## src/hw/rtl/itp_pkg.sv

```systemverilog
// ----------------------------------------------------------------------------
// itp_pkg
// Shared constants, types and helper functions of the infix to postfix core.
// ----------------------------------------------------------------------------
package itp_pkg;

    localparam int STACK_DEPTH_DEF = 32;

    localparam logic [7:0] CHAR_PLUS  = 8'h2B;
    localparam logic [7:0] CHAR_MINUS = 8'h2D;
    localparam logic [7:0] CHAR_MUL   = 8'h2A;
    localparam logic [7:0] CHAR_DIV   = 8'h2F;

    // stack entry code; bit 1 marks the high precedence class
    typedef logic [1:0] t_op_code;

    localparam t_op_code OP_PLUS  = 2'd0;
    localparam t_op_code OP_MINUS = 2'd1;
    localparam t_op_code OP_MUL   = 2'd2;
    localparam t_op_code OP_DIV   = 2'd3;

    // one result beat handed from the sequencer to the output register
    typedef struct packed {
        logic       valid;
        logic [7:0] symbol;
        logic       last;
        logic       flag;
    } t_emit;

    function automatic logic is_op(input logic [7:0] sym);
        return (sym == CHAR_PLUS) || (sym == CHAR_MINUS) ||
               (sym == CHAR_MUL) || (sym == CHAR_DIV);
    endfunction

    function automatic t_op_code op_code(input logic [7:0] sym);
        t_op_code code;
        case (sym)
            CHAR_MINUS: code = OP_MINUS;
            CHAR_MUL:   code = OP_MUL;
            CHAR_DIV:   code = OP_DIV;
            default:    code = OP_PLUS;
        endcase
        return code;
    endfunction

    function automatic logic [7:0] op_char(input t_op_code code);
        logic [7:0] ch;
        case (code)
            OP_PLUS:  ch = CHAR_PLUS;
            OP_MINUS: ch = CHAR_MINUS;
            OP_MUL:   ch = CHAR_MUL;
            OP_DIV:   ch = CHAR_DIV;
            default:  ch = CHAR_PLUS;
        endcase
        return ch;
    endfunction

    // stacked entry has equal or higher precedence than the incoming operator
    function automatic logic prec_ge(input t_op_code stacked, input t_op_code incoming);
        return stacked[1] | ~incoming[1];
    endfunction

endpackage

```

## src/hw/rtl/infix_to_postfix_converter_core.sv

```systemverilog
// ----------------------------------------------------------------------------
// infix_to_postfix_converter_core
// Shunting-yard conversion of a + - * / character stream to postfix order.
// ----------------------------------------------------------------------------
// Channel   Dir  tdata            tlast        tuser
// s_axis    in   [7:0] symbol     end_of_expr  -
// m_axis    out  [7:0] out_symbol run_last     [0] overflow_seen
//
// A character is taken in S_IDLE and handled in S_WORK. An operator pops
// one stacked entry at a time and a flush pops each stacked entry; the
// stack memory read port delivers one top entry per cycle while the
// output register is free, which sets the pop rate.
// Reset is synchronous and active low; it empties the stack at once.
// A stalled output beat holds in the output register and freezes pops.
// ----------------------------------------------------------------------------
module infix_to_postfix_converter_core #(
    parameter int STACK_DEPTH = itp_pkg::STACK_DEPTH_DEF
) (
    input  logic       i_clk,
    input  logic       i_rst_n,
    input  logic       i_s_axis_tvalid,
    output logic       o_s_axis_tready,
    input  logic [7:0] i_s_axis_tdata,   // [7:0] symbol
    input  logic       i_s_axis_tlast,
    output logic       o_m_axis_tvalid,
    input  logic       i_m_axis_tready,
    output logic [7:0] o_m_axis_tdata,   // [7:0] out_symbol
    output logic       o_m_axis_tlast,
    output logic [0:0] o_m_axis_tuser    // [0] overflow_seen
);

    localparam int AW = $clog2(STACK_DEPTH);
    localparam int CW = $clog2(STACK_DEPTH + 1);

    itp_pkg::t_emit    emit;
    logic              out_free;
    logic              we;
    logic [AW-1:0]     waddr;
    itp_pkg::t_op_code wdata;
    logic [CW-1:0]     cnt_next;
    itp_pkg::t_op_code top;
    itp_pkg::t_op_code sec;

    logic       r_ovalid;
    logic [7:0] r_osym;
    logic       r_olast;
    logic       r_oflag;

    assign out_free = !r_ovalid || i_m_axis_tready;

    itp_ctrl #(
        .STACK_DEPTH(STACK_DEPTH)
    ) u_ctrl (
        .i_clk     (i_clk),
        .i_rst_n   (i_rst_n),
        .i_valid   (i_s_axis_tvalid),
        .o_ready   (o_s_axis_tready),
        .i_symbol  (i_s_axis_tdata),
        .i_end     (i_s_axis_tlast),
        .i_out_free(out_free),
        .o_emit    (emit),
        .o_we      (we),
        .o_waddr   (waddr),
        .o_wdata   (wdata),
        .o_cnt_next(cnt_next),
        .i_top     (top),
        .i_sec     (sec)
    );

    itp_stack_mem #(
        .STACK_DEPTH(STACK_DEPTH)
    ) u_stack (
        .i_clk     (i_clk),
        .i_we      (we),
        .i_waddr   (waddr),
        .i_wdata   (wdata),
        .i_cnt_next(cnt_next),
        .o_top     (top),
        .o_sec     (sec)
    );

    // output register: load a new beat whenever the slot is empty or draining
    always_ff @(posedge i_clk) begin
        if (!i_rst_n) begin
            r_ovalid <= 1'b0;
        end else if (out_free) begin
            r_ovalid <= emit.valid;
        end
        if (out_free && emit.valid) begin
            r_osym  <= emit.symbol;
            r_olast <= emit.last;
            r_oflag <= emit.flag;
        end
    end

    assign o_m_axis_tvalid   = r_ovalid;
    assign o_m_axis_tdata    = r_osym;
    assign o_m_axis_tlast    = r_olast;
    assign o_m_axis_tuser[0] = r_oflag;

endmodule

```

## src/hw/rtl/itp_stack_mem.sv

```systemverilog
// ----------------------------------------------------------------------------
// itp_stack_mem
// Operator stack storage: one write port, two registered read ports that
// track the top and the entry below it for the next stack count.
// ----------------------------------------------------------------------------
module itp_stack_mem #(
    parameter int STACK_DEPTH = itp_pkg::STACK_DEPTH_DEF
) (
    input  logic                             i_clk,
    input  logic                             i_we,
    input  logic [$clog2(STACK_DEPTH)-1:0]   i_waddr,
    input  itp_pkg::t_op_code                i_wdata,
    input  logic [$clog2(STACK_DEPTH+1)-1:0] i_cnt_next,
    output itp_pkg::t_op_code                o_top,
    output itp_pkg::t_op_code                o_sec
);

    localparam int AW = $clog2(STACK_DEPTH);
    localparam int CW = $clog2(STACK_DEPTH + 1);

    itp_pkg::t_op_code r_mem [STACK_DEPTH];
    itp_pkg::t_op_code r_top;
    itp_pkg::t_op_code r_sec;

    logic [CW-1:0] top_idx;
    logic [CW-1:0] sec_idx;
    logic [AW-1:0] top_addr;
    logic [AW-1:0] sec_addr;

    always_comb begin
        top_idx  = (i_cnt_next >= CW'(1)) ? (i_cnt_next - CW'(1)) : '0;
        sec_idx  = (i_cnt_next >= CW'(2)) ? (i_cnt_next - CW'(2)) : '0;
        top_addr = top_idx[AW-1:0];
        sec_addr = sec_idx[AW-1:0];
    end

    always_ff @(posedge i_clk) begin
        if (i_we) begin
            r_mem[i_waddr] <= i_wdata;
        end
        // forward a same-cycle push into the read data
        r_top <= (i_we && (i_waddr == top_addr)) ? i_wdata : r_mem[top_addr];
        r_sec <= (i_we && (i_waddr == sec_addr)) ? i_wdata : r_mem[sec_addr];
    end

    assign o_top = r_top;
    assign o_sec = r_sec;

endmodule

```

## src/hw/rtl/itp_ctrl.sv

```systemverilog
// ----------------------------------------------------------------------------
// itp_ctrl
// Sequencer: takes one character, emits an operand, pops by precedence,
// pushes or drops the operator, and flushes the stack at expression end.
// ----------------------------------------------------------------------------
module itp_ctrl #(
    parameter int STACK_DEPTH = itp_pkg::STACK_DEPTH_DEF
) (
    input  logic                             i_clk,
    input  logic                             i_rst_n,
    input  logic                             i_valid,
    output logic                             o_ready,
    input  logic [7:0]                       i_symbol,
    input  logic                             i_end,
    input  logic                             i_out_free,
    output itp_pkg::t_emit                   o_emit,
    output logic                             o_we,
    output logic [$clog2(STACK_DEPTH)-1:0]   o_waddr,
    output itp_pkg::t_op_code                o_wdata,
    output logic [$clog2(STACK_DEPTH+1)-1:0] o_cnt_next,
    input  itp_pkg::t_op_code                i_top,
    input  itp_pkg::t_op_code                i_sec
);

    localparam int AW = $clog2(STACK_DEPTH);
    localparam int CW = $clog2(STACK_DEPTH + 1);

    typedef enum logic [1:0] {
        S_IDLE,
        S_WORK,
        S_FLUSH
    } t_state;

    t_state        r_state, n_state;
    logic [CW-1:0] r_count, n_count;
    logic          r_sticky, n_sticky;
    logic [7:0]    r_sym, n_sym;
    logic          r_end, n_end;

    logic              sym_is_op;
    itp_pkg::t_op_code sym_code;
    logic              can_pop;

    always_comb begin
        sym_is_op = itp_pkg::is_op(r_sym);
        sym_code  = itp_pkg::op_code(r_sym);
        can_pop   = (r_count != '0) && itp_pkg::prec_ge(i_top, sym_code);

        n_state  = r_state;
        n_count  = r_count;
        n_sticky = r_sticky;
        n_sym    = r_sym;
        n_end    = r_end;
        o_emit   = '0;
        o_we     = 1'b0;
        o_waddr  = r_count[AW-1:0];
        o_wdata  = sym_code;
        o_ready  = (r_state == S_IDLE);

        case (r_state)
            S_IDLE: begin
                if (i_valid) begin
                    n_sym   = i_symbol;
                    n_end   = i_end;
                    n_state = S_WORK;
                end
            end
            S_WORK: begin
                if (!sym_is_op) begin
                    if (i_out_free) begin
                        o_emit.valid  = 1'b1;
                        o_emit.symbol = r_sym;
                        o_emit.last   = !r_end || (r_count == '0);
                        o_emit.flag   = r_sticky;
                        if (r_end && (r_count != '0)) begin
                            n_state = S_FLUSH;
                        end else begin
                            if (r_end) begin
                                n_sticky = 1'b0;
                            end
                            n_state = S_IDLE;
                        end
                    end
                end else if (can_pop) begin
                    // pop one beat; last only if the next entry stops the run
                    if (i_out_free) begin
                        o_emit.valid  = 1'b1;
                        o_emit.symbol = itp_pkg::op_char(i_top);
                        o_emit.last   = !r_end && ((r_count == CW'(1)) ||
                                        !itp_pkg::prec_ge(i_sec, sym_code));
                        o_emit.flag   = r_sticky;
                        n_count       = r_count - CW'(1);
                    end
                end else begin
                    if (r_count == CW'(STACK_DEPTH)) begin
                        n_sticky = 1'b1;
                    end else begin
                        o_we    = 1'b1;
                        n_count = r_count + CW'(1);
                    end
                    n_state = r_end ? S_FLUSH : S_IDLE;
                end
            end
            S_FLUSH: begin
                if (i_out_free) begin
                    o_emit.valid  = 1'b1;
                    o_emit.symbol = itp_pkg::op_char(i_top);
                    o_emit.last   = (r_count == CW'(1));
                    o_emit.flag   = r_sticky;
                    n_count       = r_count - CW'(1);
                    if (r_count == CW'(1)) begin
                        n_sticky = 1'b0;
                        n_state  = S_IDLE;
                    end
                end
            end
            default: begin
                n_state = S_IDLE;
            end
        endcase

        o_cnt_next = n_count;
    end

    always_ff @(posedge i_clk) begin
        if (!i_rst_n) begin
            r_state  <= S_IDLE;
            r_count  <= '0;
            r_sticky <= 1'b0;
        end else begin
            r_state  <= n_state;
            r_count  <= n_count;
            r_sticky <= n_sticky;
        end
        r_sym <= n_sym;
        r_end <= n_end;
    end

endmodule
```

## config.mk

```make
export PLATFORM = sky130hd
export DESIGN_NAME = infix_to_postfix_converter_core
export DESIGN_NICKNAME = d
export VERILOG_FILES = /design/src/hw/rtl/itp_pkg.sv /design/src/hw/rtl/infix_to_postfix_converter_core.sv /design/src/hw/rtl/itp_stack_mem.sv /design/src/hw/rtl/itp_ctrl.sv
export SDC_FILE = /design/constraint.sdc
export NUM_CORES = 1
export LEC_CHECK = 0
export BUFFER_PORTS_ARGS = -buffer_cell sky130_fd_sc_hd__buf_4
export CELL_PAD_IN_SITES_DETAIL_PLACEMENT = 2
export CELL_PAD_IN_SITES_GLOBAL_PLACEMENT = 2
export CORE_MARGIN = 5
export CORE_UTILIZATION = 43
export CTS_BUF_LIST = sky130_fd_sc_hd__clkbuf_4
export DETAILED_ROUTE_END_ITERATION = 10
export GPL_ROUTABILITY_DRIVEN = 0
export PLACE_DENSITY = 0.85
export SLEW_MARGIN = 20
export SYNTH_ARGS = -nofsm -noshare
export SYNTH_HDL_FRONTEND = slang
export SYNTH_SLANG_ARGS = --single-unit
export TNS_END_PERCENT = 100
```

## constraint.sdc

```tcl
create_clock -name i_clk -period 3.9 [get_ports i_clk]
set_clock_uncertainty 0.2 [all_clocks]
set_input_delay 0.195 -clock i_clk [delete_from_list [all_inputs] [get_ports i_clk]]
set_output_delay 0.195 -clock i_clk [all_outputs]
set_load 0.01 [all_outputs]
```

==> summary.md <==
| Metric | Value |
|---|---|
| Multi-input gate area | `2310 µm²` |
| Min Tclk post-route | `~3.7 ns` |
| Outcome | `finished clean` |
| RSZ-0062 raised after global routing | `no` |
| WL/cell | `25.6 µm` |
| Wirelength, routed | `between 15000 and 20000 µm` |
| Port bufs | `24` |
| Buffer depth of the longest clock path | `2` |
| Worst-skew pair later-pin latency | `roughly 0.49 ns` |
| Chip width | `between 100 and 150 µm` |
| Pwr dens | `approximately 330 nW/µm²` |
| Antenna violations before repair | `0` |
| Antenna Nets Post-Route | `0` |
| Vias in the first global route | `4316` |
| Setup_tns | `0 ns` |
| Largest area contributor in the netlist | `edfxtp_1` |
| Worst slew pin tran | `0.986 ns` |
| Worst EP arrival | `3.90 ns` |
| CP endpoint kind | `register` |
| Slew Limit Fails | `0` |
| Antenna diode count | `0` |
| Crit Path Category | `reg2reg` |
| Total CTS buffers | `9` |
| R2r setup slk | `about 0.18 ns` |
| Full die area | `between 10000 and 15000 µm²` |
| Count leader, synth | `edfxtp_1` |
| Initial Util | `0.433` |
| Remaining DRCs | `0` |
| Crit path required time | `~4.1 ns` |
| Leak | `1.93 nW` |
| CTS H-tree lvls | `3` |
| Gr usage total | `0.241` |
| Worst setup margin | `around 0.18 ns` |
| Max-capacitance violation count | `0` |
| Clock Root Buffer | `clkbuf_4` |
| Rows | `slightly above 40` |
| Worst min-delay path category | `in2reg` |
| # setup viols final | `0` |
| DRT iter0 DRCs | `around 320` |
| Top cells by area, synth | `edfxtp_1 (46%), mux4_2 (8.3%), dfxtp_1 (7.4%), nor2_1 (4.5%), mux2i_1 (4.1%)` |
| Fill count | `around 1200` |
| CTS tree | `done` |
| Flops & latches, synth | `around 100` |
| # IOs | `25` |
| Largest net degree at the start of global routing | `33` |
| Post-synth EDFFs | `83` |
| Worst VDD drop | `around 0.00020 V` |
| DR pass1 iterations | `5` |
| Synth Flop Type | `edfxtp_1` |
| Synth cell types | `70` |
| Nets | `roughly 510` |
| Via count | `a little under 4000` |
| Worst-path clk slew | `0.17 ns` |
| Post-Route Hold Slack | `0.149 ns` |
| Register area share after synthesis | `0.536` |
| Area grow syn2layout | `11.4%` |
| Clock tree sinks | `103` |
| Chip height | `about 120 µm` |
| Fin. Hold Viols | `0` |
| Commonest cells post-synth | `edfxtp_1 (83), nor2_1 (65), nand2_1 (39)` |
| Cells resized by post-CTS repair | `0` |
| Final instance area | `6020 µm²` |
| Synthesized instance count | `445` |
| FMAX | `269 MHz` |
| Relative slew slack | `0.340` |
| Post-DP Area | `~5700 µm²` |
| DP HPWL | `approximately 12000 µm` |
| Crit path launch type | `register` |
| Via density | `approximately 5.9` |
| Final cycle utilization of the critical path | `0.953` |
| Worst-path maximum fanout | `7` |
| Share of the synthesized area in the top cell type | `0.462` |
| Pre-CTS setup slack | `~0.33 ns` |
| Post-synth ARST share | `0` |
| Seq. cell area | `~2900 µm²` |
| Total grt overflow | `0` |
| Mapped Avg Cell Area | `around 12 µm²` |
| Core Area | `~12000 µm²` |
| Syn. warnings | `0` |
| First-pass GRT wire length | `between 20000 and 30000 µm` |
| Fraction of layout cells with a size suffix above 1 | `0.216` |
| Syn Nets | `between 400 and 500` |
| Mapped cell area | `between 5000 and 6000 µm²` |
==> sequential cells by signal, summed over array words and instances (netlist names), named ones only <==
signal           cells
o_m_axis_tlast       1
u_ctrl.r_count       6
u_ctrl.r_end         1
u_ctrl.r_sticky      1
u_ctrl.r_state       2
o_m_axis_tvalid      1
o_m_axis_tuser       1
o_m_axis_tdata       8
u_stack.r_mem       64
u_ctrl.r_sym         8
==> placed cells by master (no fill, tap or decap), drive strengths merged, types with 2 or more instances in the layout <==
cell type	count
nor3	11
and3	2
dfxtp	20
mux2i	22
nand2	40
nand2b	6
nor2b	2
mux2	2
and2b	2
nor2	71
o31ai	2
or2	2
inv	17
o21a	3
clkbuf	9
mux4	20
bufinv	2
a31oi	6
dlygate4sd3	11
or4	2
edfxtp	83
or3	5
ha	10
o21ai	17
nand4	4
buf	32
a22oi	6
or4b	2
a211oi	2
clkinv	3
a21oi	26
nand3	15
xnor2	3
and2	8
==> metrics by stage <==
| step | utilization | cells | total power [mW] |
|---|---|---|---|
| floorplan | - | 445 | 1.29 |
| CTS | 0.483 | 659 | 2.00 |
| detailed placement | 0.460 | 632 | 1.33 |
| finish | 0.483 | 659 | 1.99 |
| global route | 0.483 | 659 | 2.06 |
| global placement | 0.460 | 632 | 1.32 |
==> worst paths after layout <==
check / cells after the start / startpoint / endpoint
max: 10 / u_ctrl.r_count[0] / register
min: 6 / i_m_axis_tready / register
max reg2reg: 10 / u_ctrl.r_count[0] / register
min reg2reg: 2 / u_ctrl.r_sticky / u_ctrl.r_sticky
==> what timing repair did <==
item / CTS / global route
hold buffers: 11 / 0
hold endpoints to repair: 19 / 0
buffers inserted: 0 / 0
==> cell type report <==
class / instances / share of cell area
multi-input cells: 309 / 0.385
clock inverters: 7 / 0.0171
clock buffers: 9 / 0.0112
well taps: 172 / 0.0358
repair buffers: 43 / 0.0603
inverters: 16 / 0.00998
flip-flops and latches: 103 / 0.481
==> where the power goes <==
part	internal [mW]	total [mW]	switching, mW	leakage, nW
clock network	0.269	0.671	0.402	0.0880
registers	1.19	1.20	0.0117	0.877
logic	0.0476	0.118	0.0704	0.961
total	1.50	1.99	0.484	1.93
==> cells by family (layout without fill, tap and decap cells) <==
logic type,after synthesis,in the layout,share of synthesized area
muxes,44,44,0.128
buffers and inverters,33,75,0.0355
and+or+nand+nor,177,177,0.174
adders and majority gates,10,10,0.0232
AOI/OAI and AO/OA,74,74,0.0964
DFF,103,103,0.536
xor gates and xnor gates,4,4,0.00649
==> critical path, cell delays in order (launching register included) <==
cell and delay, ns:
dfxtp_1 0.43, inv_1 0.16, ha_1 0.25, or4b_1 0.64, o41ai_1 0.62, o21ai_1 0.13, a41o_2 0.31, ha_1 0.20
or2_1 0.25, and4bb_4 0.36, nor2_2 0.06
==> per-layer routing <==
layer | part of all wire | GRT usage
met5 | 0 | 0
met4 | 0.025 | 0.0882
met3 | 0.045 | 0.0325
met2 | 0.51 | 0.408
met1 | 0.42 | 0.318
No activity file was read; power rests on OpenSTA's default activity.
